[src/alpha_fade_ramp_generator_unit_defines.svh]
// ----------------------------------------------------------------------------
// Alpha fade ramp generator assertion macros
// Shared concurrent assertion forms used by the block's modules.
// ----------------------------------------------------------------------------
`ifndef ALPHA_FADE_RAMP_GENERATOR_UNIT_DEFINES_SVH
`define ALPHA_FADE_RAMP_GENERATOR_UNIT_DEFINES_SVH

// Same-cycle implication, disabled while reset is asserted.
`define AFRG_ASSERT_IMP(lbl, clk, rstn, ante, cons, msg) \
    lbl: assert property (@(posedge clk) disable iff (!(rstn)) (ante) |-> (cons)) \
        else $error(msg);

// Next-cycle implication, disabled while reset is asserted.
`define AFRG_ASSERT_NEXT(lbl, clk, rstn, ante, cons, msg) \
    lbl: assert property (@(posedge clk) disable iff (!(rstn)) (ante) |=> (cons)) \
        else $error(msg);

`endif

[src/afrg_pkg.sv]
// ----------------------------------------------------------------------------
// Alpha fade ramp generator package
// Types, codes and constants shared by the ramp generator modules.
// ----------------------------------------------------------------------------
package afrg_pkg;

    localparam int LEVEL_W  = 17;
    localparam int TARGET_W = 18;
    localparam int STEP_W   = 16;
    localparam int TIME_W   = 16;
    localparam int DELAY_W  = 24;
    localparam int SPEED_W  = 32;
    localparam int CMD_W    = 3;
    localparam int CFG_IDX_W  = 3;
    localparam int CFG_DATA_W = 32;
    localparam int PROD_W   = 48;
    localparam int DIVD_W   = 26;

    localparam int MUL_STEPS = 16;
    localparam int DIV_STEPS = 26;
    localparam int CNT_W     = 5;

    localparam logic [LEVEL_W-1:0]         LEVEL_ONE   = 17'd65536;
    localparam logic signed [TARGET_W-1:0] TARGET_NONE = -18'sd131072;
    localparam logic signed [SPEED_W-1:0]  ACCEL_MIN     = 32'sd656;
    localparam logic signed [SPEED_W-1:0]  ACCEL_MIN_NEG = -32'sd656;
    localparam logic signed [SPEED_W-1:0]  SPEED_MAX = 32'sh7FFF_FFFF;
    localparam logic signed [SPEED_W-1:0]  SPEED_MIN = 32'sh8000_0000;

    localparam logic [CFG_IDX_W-1:0] CFG_START_SPEED  = 3'd0;
    localparam logic [CFG_IDX_W-1:0] CFG_START_ACCEL  = 3'd1;
    localparam logic [CFG_IDX_W-1:0] CFG_START_DELAY  = 3'd2;
    localparam logic [CFG_IDX_W-1:0] CFG_START_TARGET = 3'd3;
    localparam logic [CFG_IDX_W-1:0] CFG_RESTORE      = 3'd4;

    typedef enum logic [CMD_W-1:0] {
        CMD_TICK      = 3'd0,
        CMD_FADE      = 3'd1,
        CMD_RESET     = 3'd2,
        CMD_ATTACH    = 3'd3,
        CMD_SET_ALPHA = 3'd4
    } t_cmd;

    typedef enum logic [2:0] {
        S_IDLE,
        S_EXEC,
        S_ACC,
        S_SPD,
        S_MOV,
        S_DIV,
        S_DONE
    } t_state;

    typedef enum logic {
        ALU_MUL,
        ALU_DIV
    } t_alu_op;

    typedef struct packed {
        logic                       start;
        t_alu_op                    op;
        logic signed [SPEED_W-1:0]  mcand;
        logic [STEP_W-1:0]          mplier;
        logic [DIVD_W-1:0]          dividend;
    } t_alu_req;

    typedef struct packed {
        logic                      done;
        logic                      busy;
        logic signed [PROD_W-1:0]  result;
    } t_alu_rsp;

endpackage

[src/afrg_if.sv]
// ----------------------------------------------------------------------------
// Alpha fade ramp generator channel interfaces
// Command, result and configuration channels with valid/ready handshakes.
// ----------------------------------------------------------------------------
interface afrg_in_if;
    logic                                    valid;
    logic                                    ready;
    logic [afrg_pkg::CMD_W-1:0]              cmd;
    logic [afrg_pkg::STEP_W-1:0]             step;
    logic signed [afrg_pkg::TARGET_W-1:0]    fade_target;
    logic [afrg_pkg::TIME_W-1:0]             fade_time;
    logic [afrg_pkg::LEVEL_W-1:0]            new_alpha;

    modport source (output valid, cmd, step, fade_target, fade_time, new_alpha,
                    input ready);
    modport sink   (input valid, cmd, step, fade_target, fade_time, new_alpha,
                    output ready);
endinterface

interface afrg_out_if;
    logic                          valid;
    logic                          ready;
    logic [afrg_pkg::LEVEL_W-1:0]  level;
    logic                          animating;

    modport source (output valid, level, animating, input ready);
    modport sink   (input valid, level, animating, output ready);
endinterface

interface afrg_cfg_if;
    logic                             valid;
    logic                             ready;
    logic [afrg_pkg::CFG_IDX_W-1:0]   index;
    logic [afrg_pkg::CFG_DATA_W-1:0]  data;

    modport source (output valid, index, data, input ready);
    modport sink   (input valid, index, data, output ready);
endinterface

[src/alpha_fade_ramp_generator_unit.sv]
// Reset, attach, set alpha, zero-time fades and ticks that only count delay or sit on the
// target go straight from execution to the result register; a tick also runs the 16-step
// multiplier, twice with acceleration, and a fade runs the 26-step divider.
// One command is in flight, so a new command is accepted only once the last result is
// registered; a held result keeps the next command in its last state.
// Synchronous active-low reset restores all start values and clears the level.
// ----------------------------------------------------------------------------
// Alpha fade ramp generator top level
// Command sequencer, ramp state and result register around the shared unit.
// ----------------------------------------------------------------------------
`include "alpha_fade_ramp_generator_unit_defines.svh"

module alpha_fade_ramp_generator_unit (
    input  logic     i_clk,
    input  logic     i_rst_n,
    afrg_cfg_if.sink i_cfg,
    afrg_in_if.sink  i_in,
    afrg_out_if.source o_out
);
    import afrg_pkg::*;

    t_state r_state, n_state;
    t_cmd   r_cmd,   n_cmd;
    logic [STEP_W-1:0]          r_step,   n_step;
    logic signed [TARGET_W-1:0] r_dest,   n_dest;
    logic [TIME_W-1:0]          r_time,   n_time;
    logic [LEVEL_W-1:0]         r_na,     n_na;

    logic [LEVEL_W-1:0]         r_level,  n_level;
    logic signed [SPEED_W-1:0]  r_speed,  n_speed;
    logic signed [SPEED_W-1:0]  r_accel,  n_accel;
    logic [DELAY_W-1:0]         r_delay,  n_delay;
    logic signed [TARGET_W-1:0] r_target, n_target;
    logic [LEVEL_W-1:0]         r_saved,  n_saved;
    logic                       r_saved_vld, n_saved_vld;
    logic                       r_neg,    n_neg;

    logic signed [SPEED_W-1:0]  r_st_speed,  n_st_speed;
    logic signed [SPEED_W-1:0]  r_st_accel,  n_st_accel;
    logic [DELAY_W-1:0]         r_st_delay,  n_st_delay;
    logic signed [TARGET_W-1:0] r_st_target, n_st_target;
    logic                       r_restore,   n_restore;

    logic                       r_out_vld,   n_out_vld;
    logic [LEVEL_W-1:0]         r_out_level, n_out_level;
    logic                       r_out_anim,  n_out_anim;

    t_alu_req alu_req;
    t_alu_rsp alu_rsp;

    logic [18:0]  diff;
    logic [18:0]  mag;
    logic [SPEED_W-1:0] delta;
    logic [32:0]  spd_sum;
    logic [33:0]  nxt, tgt34, dn, dp;
    logic [SPEED_W-1:0] quot;

    logic in_take;
    logic alu_wait;

    afrg_alu u_alu (
        .i_clk   (i_clk),
        .i_rst_n (i_rst_n),
        .i_req   (alu_req),
        .o_rsp   (alu_rsp)
    );

    assign i_cfg.ready     = 1'b1;
    assign i_in.ready      = (r_state == S_IDLE);
    assign o_out.valid     = r_out_vld;
    assign o_out.level     = r_out_level;
    assign o_out.animating = r_out_anim;

    assign in_take  = i_in.valid && i_in.ready;
    assign alu_wait = (r_state == S_ACC) || (r_state == S_MOV) || (r_state == S_DIV);

    always_comb begin
        n_state     = r_state;
        n_cmd       = r_cmd;
        n_step      = r_step;
        n_dest      = r_dest;
        n_time      = r_time;
        n_na        = r_na;
        n_level     = r_level;
        n_speed     = r_speed;
        n_accel     = r_accel;
        n_delay     = r_delay;
        n_target    = r_target;
        n_saved     = r_saved;
        n_saved_vld = r_saved_vld;
        n_neg       = r_neg;
        n_st_speed  = r_st_speed;
        n_st_accel  = r_st_accel;
        n_st_delay  = r_st_delay;
        n_st_target = r_st_target;
        n_restore   = r_restore;
        n_out_vld   = r_out_vld;
        n_out_level = r_out_level;
        n_out_anim  = r_out_anim;

        alu_req.start    = 1'b0;
        alu_req.op       = ALU_MUL;
        alu_req.mcand    = r_speed;
        alu_req.mplier   = r_step;
        alu_req.dividend = '0;

        diff    = {r_dest[TARGET_W-1], r_dest} - {2'b00, r_level};
        mag     = diff[18] ? (~diff + 19'd1) : diff;
        delta   = alu_rsp.result[PROD_W-1:16];
        spd_sum = {r_speed[SPEED_W-1], r_speed} + {delta[SPEED_W-1], delta};
        nxt     = {17'b0, r_level} + {{2{delta[SPEED_W-1]}}, delta};
        tgt34   = {{16{r_target[TARGET_W-1]}}, r_target};
        dn      = tgt34 - nxt;
        dp      = tgt34 - {17'b0, r_level};
        quot    = {6'b0, alu_rsp.result[DIVD_W-1:0]};

        // Writes must arrive only while idle; the block does not enforce it, and the sequencer wins.
        if (i_cfg.valid) begin
            case (i_cfg.index)
                CFG_START_SPEED: begin
                    n_st_speed = $signed(i_cfg.data);
                    n_speed    = $signed(i_cfg.data);
                end
                CFG_START_ACCEL: begin
                    n_st_accel = $signed(i_cfg.data);
                    n_accel    = $signed(i_cfg.data);
                end
                CFG_START_DELAY: begin
                    n_st_delay = i_cfg.data[DELAY_W-1:0];
                    n_delay    = i_cfg.data[DELAY_W-1:0];
                end
                CFG_START_TARGET: begin
                    n_st_target = $signed(i_cfg.data[TARGET_W-1:0]);
                    n_target    = $signed(i_cfg.data[TARGET_W-1:0]);
                end
                CFG_RESTORE: begin
                    n_restore = i_cfg.data[0];
                end
                default: begin
                end
            endcase
        end

        if (r_out_vld && o_out.ready) begin
            n_out_vld = 1'b0;
        end

        case (r_state)
            S_IDLE: begin
                if (i_in.valid) begin
                    n_cmd   = t_cmd'(i_in.cmd);
                    n_step  = i_in.step;
                    n_dest  = i_in.fade_target;
                    n_time  = i_in.fade_time;
                    n_na    = i_in.new_alpha;
                    n_state = S_EXEC;
                end
            end
            S_EXEC: begin
                n_state = S_DONE;
                case (r_cmd)
                    CMD_TICK: begin
                        if (r_delay != '0) begin
                            n_delay = (r_delay > {8'b0, r_step})
                                    ? r_delay - {8'b0, r_step} : '0;
                        end else if ({1'b0, r_level} == r_target) begin
                            n_state = S_DONE;
                        end else if (r_accel >= ACCEL_MIN || r_accel <= ACCEL_MIN_NEG) begin
                            alu_req.start = 1'b1;
                            alu_req.mcand = r_accel;
                            n_state       = S_ACC;
                        end else begin
                            n_state = S_SPD;
                        end
                    end
                    CMD_FADE: begin
                        n_target = r_dest;
                        n_accel  = '0;
                        n_delay  = '0;
                        if (r_time == '0) begin
                            if (diff == '0) begin
                                n_speed = '0;
                            end else begin
                                n_speed = diff[18] ? SPEED_MIN : SPEED_MAX;
                            end
                        end else begin
                            n_neg            = diff[18];
                            alu_req.start    = 1'b1;
                            alu_req.op       = ALU_DIV;
                            alu_req.mplier   = r_time;
                            alu_req.dividend = {mag[17:0], 8'b0};
                            n_state          = S_DIV;
                        end
                    end
                    CMD_RESET: begin
                        if (r_restore) begin
                            n_accel  = r_st_accel;
                            n_speed  = r_st_speed;
                            n_delay  = r_st_delay;
                            n_target = r_st_target;
                        end
                    end
                    CMD_ATTACH: begin
                        if (!r_saved_vld) begin
                            n_saved     = r_level;
                            n_saved_vld = 1'b1;
                        end else begin
                            n_level = r_saved;
                        end
                    end
                    CMD_SET_ALPHA: begin
                        n_level = (r_na > LEVEL_ONE) ? LEVEL_ONE : r_na;
                    end
                    default: begin
                    end
                endcase
            end
            S_ACC: begin
                if (alu_rsp.done) begin
                    if (spd_sum[32] != spd_sum[31]) begin
                        n_speed = spd_sum[32] ? SPEED_MIN : SPEED_MAX;
                    end else begin
                        n_speed = $signed(spd_sum[31:0]);
                    end
                    n_state = S_SPD;
                end
            end
            S_SPD: begin
                alu_req.start = 1'b1;
                n_state       = S_MOV;
            end
            S_MOV: begin
                if (alu_rsp.done) begin
                    // Crossing or landing on the target snaps the level onto it.
                    if (r_target != TARGET_NONE &&
                        ((dn[33] != dp[33]) || ((dn == '0) != (dp == '0)))) begin
                        nxt = tgt34;
                    end
                    if (nxt[33]) begin
                        n_level = '0;
                    end else if (nxt > {17'b0, LEVEL_ONE}) begin
                        n_level = LEVEL_ONE;
                    end else begin
                        n_level = nxt[LEVEL_W-1:0];
                    end
                    n_state = S_DONE;
                end
            end
            S_DIV: begin
                if (alu_rsp.done) begin
                    n_speed = r_neg ? $signed(~quot + 32'd1) : $signed(quot);
                    n_state = S_DONE;
                end
            end
            S_DONE: begin
                if (!r_out_vld || o_out.ready) begin
                    n_out_vld   = 1'b1;
                    n_out_level = r_level;
                    n_out_anim  = ({1'b0, r_level} != r_target);
                    n_state     = S_IDLE;
                end
            end
            default: begin
                n_state = S_IDLE;
            end
        endcase
    end

    always_ff @(posedge i_clk) begin
        if (!i_rst_n) begin
            r_state     <= S_IDLE;
            r_level     <= '0;
            r_speed     <= '0;
            r_accel     <= '0;
            r_delay     <= '0;
            r_target    <= TARGET_NONE;
            r_saved     <= '0;
            r_saved_vld <= 1'b0;
            r_st_speed  <= '0;
            r_st_accel  <= '0;
            r_st_delay  <= '0;
            r_st_target <= TARGET_NONE;
            r_restore   <= 1'b0;
            r_out_vld   <= 1'b0;
        end else begin
            r_state     <= n_state;
            r_level     <= n_level;
            r_speed     <= n_speed;
            r_accel     <= n_accel;
            r_delay     <= n_delay;
            r_target    <= n_target;
            r_saved     <= n_saved;
            r_saved_vld <= n_saved_vld;
            r_st_speed  <= n_st_speed;
            r_st_accel  <= n_st_accel;
            r_st_delay  <= n_st_delay;
            r_st_target <= n_st_target;
            r_restore   <= n_restore;
            r_out_vld   <= n_out_vld;
        end
        r_cmd       <= n_cmd;
        r_step      <= n_step;
        r_dest      <= n_dest;
        r_time      <= n_time;
        r_na        <= n_na;
        r_neg       <= n_neg;
        r_out_level <= n_out_level;
        r_out_anim  <= n_out_anim;
    end

    `AFRG_ASSERT_NEXT(a_accept_busy, i_clk, i_rst_n, in_take, r_state != S_IDLE, "stayed idle")
    `AFRG_ASSERT_IMP(a_level_range, i_clk, i_rst_n, 1'b1, r_level <= LEVEL_ONE, "level above one")
    `AFRG_ASSERT_IMP(a_done_wait, i_clk, i_rst_n, alu_rsp.done, alu_wait, "unit done unexpectedly")

endmodule

[src/afrg_alu.sv]
// ----------------------------------------------------------------------------
// Alpha fade ramp generator shared arithmetic unit
// Radix-2 shift-add multiplier and restoring divider on one 33-bit adder.
// ----------------------------------------------------------------------------
`include "alpha_fade_ramp_generator_unit_defines.svh"

module afrg_alu (
    input  logic                i_clk,
    input  logic                i_rst_n,
    input  afrg_pkg::t_alu_req  i_req,
    output afrg_pkg::t_alu_rsp  o_rsp
);
    import afrg_pkg::*;

    localparam int P_W = PROD_W + 1;

    logic [P_W-1:0]  r_p,    n_p;
    logic [32:0]     r_a,    n_a;
    t_alu_op         r_op,   n_op;
    logic [CNT_W-1:0] r_cnt, n_cnt;
    logic            r_busy, n_busy;
    logic            r_done, n_done;

    logic [32:0] opa, opb, sum;
    logic        cin;
    logic [16:0] rsh;
    logic [32:0] hi;
    logic        last;

    always_comb begin
        // Remainder sits in r_p[42:26], quotient bits in r_p[25:0].
        rsh = {r_p[41:26], r_p[25]};
        if (r_op == ALU_MUL) begin
            opa = r_p[P_W-1:STEP_W];
            opb = r_a;
            cin = 1'b0;
        end else begin
            opa = {16'b0, rsh};
            opb = ~r_a;
            cin = 1'b1;
        end
        sum = opa + opb + {32'b0, cin};
    end

    always_comb begin
        n_p    = r_p;
        n_a    = r_a;
        n_op   = r_op;
        n_cnt  = r_cnt;
        n_busy = r_busy;
        n_done = 1'b0;
        hi     = r_p[P_W-1:STEP_W];
        last   = (r_op == ALU_MUL) ? (r_cnt == CNT_W'(MUL_STEPS - 1))
                                   : (r_cnt == CNT_W'(DIV_STEPS - 1));
        if (i_req.start) begin
            n_op   = i_req.op;
            n_cnt  = '0;
            n_busy = 1'b1;
            if (i_req.op == ALU_MUL) begin
                n_p = {33'b0, i_req.mplier};
                n_a = {i_req.mcand[SPEED_W-1], i_req.mcand};
            end else begin
                n_p = {23'b0, i_req.dividend};
                n_a = {17'b0, i_req.mplier};
            end
        end else if (r_busy) begin
            if (r_op == ALU_MUL) begin
                if (r_p[0]) begin
                    hi = sum;
                end
                n_p = {hi[32], hi, r_p[STEP_W-1:1]};
            end else if (!sum[32]) begin
                n_p = {6'b0, sum[16:0], r_p[24:0], 1'b1};
            end else begin
                n_p = {6'b0, rsh, r_p[24:0], 1'b0};
            end
            n_cnt = r_cnt + CNT_W'(1);
            if (last) begin
                n_busy = 1'b0;
                n_done = 1'b1;
            end
        end
    end

    always_ff @(posedge i_clk) begin
        if (!i_rst_n) begin
            r_busy <= 1'b0;
            r_done <= 1'b0;
            r_cnt  <= '0;
            r_op   <= ALU_MUL;
        end else begin
            r_busy <= n_busy;
            r_done <= n_done;
            r_cnt  <= n_cnt;
            r_op   <= n_op;
        end
        r_p <= n_p;
        r_a <= n_a;
    end

    always_comb begin
        o_rsp.done   = r_done;
        o_rsp.busy   = r_busy;
        o_rsp.result = (r_op == ALU_MUL) ? $signed(r_p[PROD_W-1:0])
                                         : $signed({22'b0, r_p[DIVD_W-1:0]});
    end

    `AFRG_ASSERT_IMP(a_no_start_busy, i_clk, i_rst_n, i_req.start, !r_busy, "start while busy")
    `AFRG_ASSERT_NEXT(a_start_busy, i_clk, i_rst_n, i_req.start, r_busy && !r_done, "no busy")
    `AFRG_ASSERT_IMP(a_done_idle, i_clk, i_rst_n, r_done, !r_busy, "done while busy")

endmodule

[src/flat_wrapper.sv]
// flat-port wrapper written by rule: the top's interface ports become plain ports
module alpha_fade_ramp_generator_unit_flat import afrg_pkg::*;
  (i_clk, i_rst_n, i_cfg_valid, i_cfg_index, i_cfg_data, i_cfg_ready, i_in_valid, i_in_cmd, i_in_step, i_in_fade_target, i_in_fade_time, i_in_new_alpha, i_in_ready, o_out_valid, o_out_level, o_out_animating, o_out_ready);
  afrg_cfg_if i_cfg_i ();
  afrg_in_if i_in_i ();
  afrg_out_if o_out_i ();
  input  logic i_clk;
  input  logic i_rst_n;
  input wire logic [$bits(i_cfg_i.valid)-1:0] i_cfg_valid;
  input wire logic [$bits(i_cfg_i.index)-1:0] i_cfg_index;
  input wire logic [$bits(i_cfg_i.data)-1:0] i_cfg_data;
  output wire logic [$bits(i_cfg_i.ready)-1:0] i_cfg_ready;
  input wire logic [$bits(i_in_i.valid)-1:0] i_in_valid;
  input wire logic [$bits(i_in_i.cmd)-1:0] i_in_cmd;
  input wire logic [$bits(i_in_i.step)-1:0] i_in_step;
  input wire logic [$bits(i_in_i.fade_target)-1:0] i_in_fade_target;
  input wire logic [$bits(i_in_i.fade_time)-1:0] i_in_fade_time;
  input wire logic [$bits(i_in_i.new_alpha)-1:0] i_in_new_alpha;
  output wire logic [$bits(i_in_i.ready)-1:0] i_in_ready;
  output wire logic [$bits(o_out_i.valid)-1:0] o_out_valid;
  output wire logic [$bits(o_out_i.level)-1:0] o_out_level;
  output wire logic [$bits(o_out_i.animating)-1:0] o_out_animating;
  input wire logic [$bits(o_out_i.ready)-1:0] o_out_ready;
  assign i_cfg_i.valid = i_cfg_valid;
  assign i_cfg_i.index = i_cfg_index;
  assign i_cfg_i.data = i_cfg_data;
  assign i_cfg_ready = i_cfg_i.ready;
  assign i_in_i.valid = i_in_valid;
  assign i_in_i.cmd = i_in_cmd;
  assign i_in_i.step = i_in_step;
  assign i_in_i.fade_target = i_in_fade_target;
  assign i_in_i.fade_time = i_in_fade_time;
  assign i_in_i.new_alpha = i_in_new_alpha;
  assign i_in_ready = i_in_i.ready;
  assign o_out_valid = o_out_i.valid;
  assign o_out_level = o_out_i.level;
  assign o_out_animating = o_out_i.animating;
  assign o_out_i.ready = o_out_ready;
  alpha_fade_ramp_generator_unit u_core (.i_clk(i_clk), .i_rst_n(i_rst_n), .i_cfg(i_cfg_i), .i_in(i_in_i), .o_out(o_out_i));
endmodule
[config.mk]
export PLATFORM = sky130hd
export DESIGN_NAME = alpha_fade_ramp_generator_unit_flat
export DESIGN_NICKNAME = d
export VERILOG_FILES = /design/src/afrg_pkg.sv /design/src/afrg_if.sv /design/src/alpha_fade_ramp_generator_unit.sv /design/src/afrg_alu.sv /design/src/flat_wrapper.sv
export VERILOG_INCLUDE_DIRS = /design/src /design/src/src
export SDC_FILE = /design/constraint.sdc
export NUM_CORES = 2
export LEC_CHECK = 0
export ABC_AREA = 1
export BUFFER_PORTS_ARGS = -buffer_cell sky130_fd_sc_hd__clkbuf_2
export CELL_PAD_IN_SITES_DETAIL_PLACEMENT = 2
export CELL_PAD_IN_SITES_GLOBAL_PLACEMENT = 2
export CORE_AREA = 2 2 255 358
export DETAILED_ROUTE_END_ITERATION = 10
export DIE_AREA = 0 0 257 360
export PLACE_DENSITY = 0.74
export REMOVE_ABC_BUFFERS = 1
export SLEW_MARGIN = 5
export SYNTH_ARGS = -nofsm -noshare
export SYNTH_HDL_FRONTEND = slang
export SYNTH_SLANG_ARGS = --single-unit
[constraint.sdc]
create_clock -name i_clk -period 7.3 [get_ports i_clk]
set_input_delay 1.825 -clock i_clk [delete_from_list [all_inputs] [get_ports i_clk]]
set_output_delay 1.825 -clock i_clk [all_outputs]
set_load 0.02 [all_outputs]
==> impl_results.md <==
* Run status: completed
* Die Width at 257 um
* Highest-count cells in the layout ignoring fill and taps: nand2_1, inv_1, o21ai_0
* Count of endpoints failing hold in the final timing report at 0
* Total via count after detailed routing at 33010
* Type of destination of the critical path: register
* Fin nets at 4784
* Fraction of synthesized cell area in xor and xnor cells at 4.711%
* Clk Tree Root Cell: clkbuf_16
* Area fraction of the dominant cell type after synthesis at 16.76%
* Netlist cell types at 66
* Clock tree from TritonCTS: yes
* Number of levels in the clock H-tree at 2
* Number of warnings reported in the yosys synthesis log at 0
* Type of the most critical hold path: reg2reg
* Number of clock buffers inserted by TritonCTS at 51
* Detail-routed net length per standard cell at 25.31 um
* Compound-cell area share of the yosys netlist at 23.00%
* Wire length of the first global-routing pass at 221400 um
* Number of flops mapped to enable cells by yosys at 169
* R2R Setup Slk at 0.64 ns
* Combinational family with the most area after synthesis: simple AND/OR/NAND/NOR gates
* Number of failing setup endpoints in the final timing report at 0
* Die height at 360 um
* Critical Path Start Type: register
* Most used cell, CP: nand2_1
* Measured slew at the worst slew-check pin at 1.231 ns
* VDD IR-drop max at 0.1810 mV
* Filler Cell Count at 10760
* Latest clock arrival within the worst-skew pair at 0.64 ns
* Total I/O pin count at 131
* GR Overflow Total at 0
* Initial DRC count at 1773
* Final-report max-slew violation count at 0
* Total Routed Length at 145600 um
* Arrival time worst endpoint at 7.23 ns
* Number of optimization iterations in the first detailed-route pass at 5
* Synthesis-to-layout area growth at 11.94%
* Max transition margin at 17.09%
* Site Rows at 130
* Number of buffers inserted by port buffering at 129
* Multiplexer area fraction after synthesis at 0%
* Adder-cell share of the synthesized area at 6.375%
* Power Total at 13.37 mW
* Fraction of registers with async set/reset at 0%
* Die area at 92520 um2
* Fraction of final layout cells with drive strength greater than 1 at 8.900%
* Ratio of routed vias to standard cells at 5.740
* Synth area leaders: dfxtp_1, edfxtp_1, nand2_1, o21ai_0, a21oi_1
* CTS Sinks at 429
* Residual DRC count at 0
* Maximum number of pins on one net before global-route repair at 92
* Total power divided by cell area at 384.8 nW/um2
* Number of antenna violations at the first check in global routing at 1
* Most used flip-flop cell after synthesis: dfxtp_1
* Residual antenna-violating net count after detailed routing at 0
* Sequential fraction of the synthesis area at 33.11%
* Average footprint of a synthesized cell at 6.960 um2
* End of the critical path: u_core.r_level[7]
* Post-synthesis cell area at 31050 um2
* Crit Path Category: reg2reg
* Half-perimeter wire length after detailed placement at 112500 um
* Post-route minimum period at 6.664 ns
* Worst flop-to-flop path endpoint: u_core.r_level[7]
* Unrepaired setup endpoints after global routing: no
* Fraction of the cycle the final worst path needs at 91.28%
* Register clock-pin slew on the reported worst setup and hold paths at 0.07 ns
* Static Leakage at 14.66 nW
* Count of cells along the worst register-to-register path at 40
* Critical Path Fanout Max at 21
* Sum Neg Setup Slack at 0 ns
* Area fraction in and, or, nand and nor cells after synthesis at 23.90%
* Fmax at 150.1 MHz
* GRT Total Usage at 31.08%
* Clk buf depth at 3
* Post-synthesis cell type with the largest combined area: dfxtp_1
* Vias in the first global route at 36070
* Effective utilization at floorplan at 34.77%
* Maximum clock skew at final layout at 0.03250 ns
* Endpoint required time on the critical path at 7.86 ns
* Post CTS Setup Buffer Count at 0
* Delay of the slowest critical-path stage at 0.50 ns
* Area of the core region at 89300 um2
* Final estimated routing congestion in global placement at 0.9360
* Worst R2R Start: u_core.r_level[1]
* Max-Cap Viols at 0
* Most common cell after layout, fill and taps aside: nand2_1
* Synth Register Bits at 429
* Crit path from: u_core.r_level[1]
* Cells after Synth at 4461
* Slowest stage cell, crit path: dfxtp_1
[cells in the mapped netlist (7+ instances only)]
master	count
nor3_1	52
a22o_1	18
nor2_2	10
o21ai_1	16
o21bai_1	13
inv_2	16
o31ai_1	7
o21ai_0	454
fa_1	7
inv_1	490
buf_1	11
a21oi_1	446
a221oi_1	48
clkbuf_1	183
nand3_2	14
nor2_1	266
o211ai_1	80
xor2_1	123
a31oi_1	51
a41oi_1	9
nand2_2	18
nand3_1	221
ha_1	147
or2_2	16
o2111ai_1	9
o221ai_1	31
nor4_1	22
nand4_1	63
nand2_1	1036
xnor2_1	44
o22ai_1	17
a21o_1	9
clkinv_1	8
nand3b_1	7
dfxtp_1	260
edfxtp_1	169
[stage by stage]
step	utilization, %	setup slack (ns)	cells	instance area [um2]	hold WS, ns
floorplan	-	0.08331	4254	30220	0.4231
global placement	37.03	0.5123	5655	33070	0.4328
detailed placement	37.03	0.3734	5655	33070	0.4407
CTS	38.90	0.3279	5750	34730	0.4502
global route	38.92	0.03329	5750	34750	0.4668
finish	38.92	0.6364	5751	34750	0.4473
[power by group]
part | switching [mW] | internal, mW
clock | 1.17 | 1.50
combinational | 4.99 | 2.23
sequential | 0.454 | 3.04
[how the worst min path moves through the flow]
stage / start / to / slack, ns / cells past startpoint
final: u_core.r_saved[11] / u_core.r_saved[11] / 0.45 / 2
after global routing: u_core.r_saved[11] / u_core.r_saved[11] / 0.47 / 2
after CTS: u_core.r_saved[8] / u_core.r_saved[8] / 0.45 / 2
after detailed placement: u_core.r_saved[8] / u_core.r_saved[8] / 0.44 / 2
after global placement: u_core.r_saved[12] / u_core.r_saved[12] / 0.43 / 2
after floorplan: u_core.r_saved[10] / u_core.r_saved[10] / 0.42 / 2
[sequential cells by signal, summed over array words and instances (netlist names), 3 cells and up]
name                cells
u_core.r_st_speed      32
u_core.r_speed         32
u_core.r_dest          18
u_core.r_time          16
u_core.r_st_target     18
u_core.u_alu.r_p       48
u_core.r_saved         17
u_core.r_accel         32
u_core.r_step          16
u_core.r_state          3
u_core.r_delay         24
u_core.u_alu.r_a       32
u_core.r_st_delay      24
u_core.r_cmd            3
u_core.r_target        18
u_core.u_alu.r_cnt      5
u_core.o_out.level     17
u_core.r_na            17
u_core.r_level         17
u_core.r_st_accel      32
[cell families (layout without fill, tap and decap cells)]
kind of cell / after synthesis / count (layout)
AOI/OAI and AO/OA: 1244 / 1244
xor gates and xnor gates: 167 / 167
adders and majority gates: 154 / 154
buffers and inverters: 721 / 822
DFF: 429 / 429
other: 1 / 2
and+or+nand+nor: 1745 / 1745
[final cells by class]
class,instances,area [um2],area share (%)
timing repair buffer,213,1279,3.679
clock buffer,61,1345,3.870
clock inverter,34,319.1,0.9180
multi-input combinational,3311,18100,52.09
tap,1188,1486,4.277
sequential,429,10280,29.59
antenna,1,2.502,0.007200
inverter,514,1934,5.566
[routing by layer]
metal,vias up,share of wire [%],track usage (%)
met5,-,0,0
met4,0,6.6,17.95
met3,327,3.2,3.035
met2,671,51,56.75
met1,16630,40,34.88
li1,15390,-,-
[critical path, delay by kind of cell (launching register included)]
kind | cells | cell delay, ns
fa+ha+maj | 2 | 0.86
flops | 1 | 0.50
xor+xnor | 1 | 0.15
buf+inv | 4 | 0.55
compound gates | 6 | 0.93
simple gates | 27 | 3.57
[what timing repair did]
item,4_1_cts,5_1_grt
endpoints found under the hold margin,0,0
resized for setup,0,4
setup endpoints to repair,0,16
hold buffers,0,0
No activity file was read; power rests on OpenSTA's default activity.
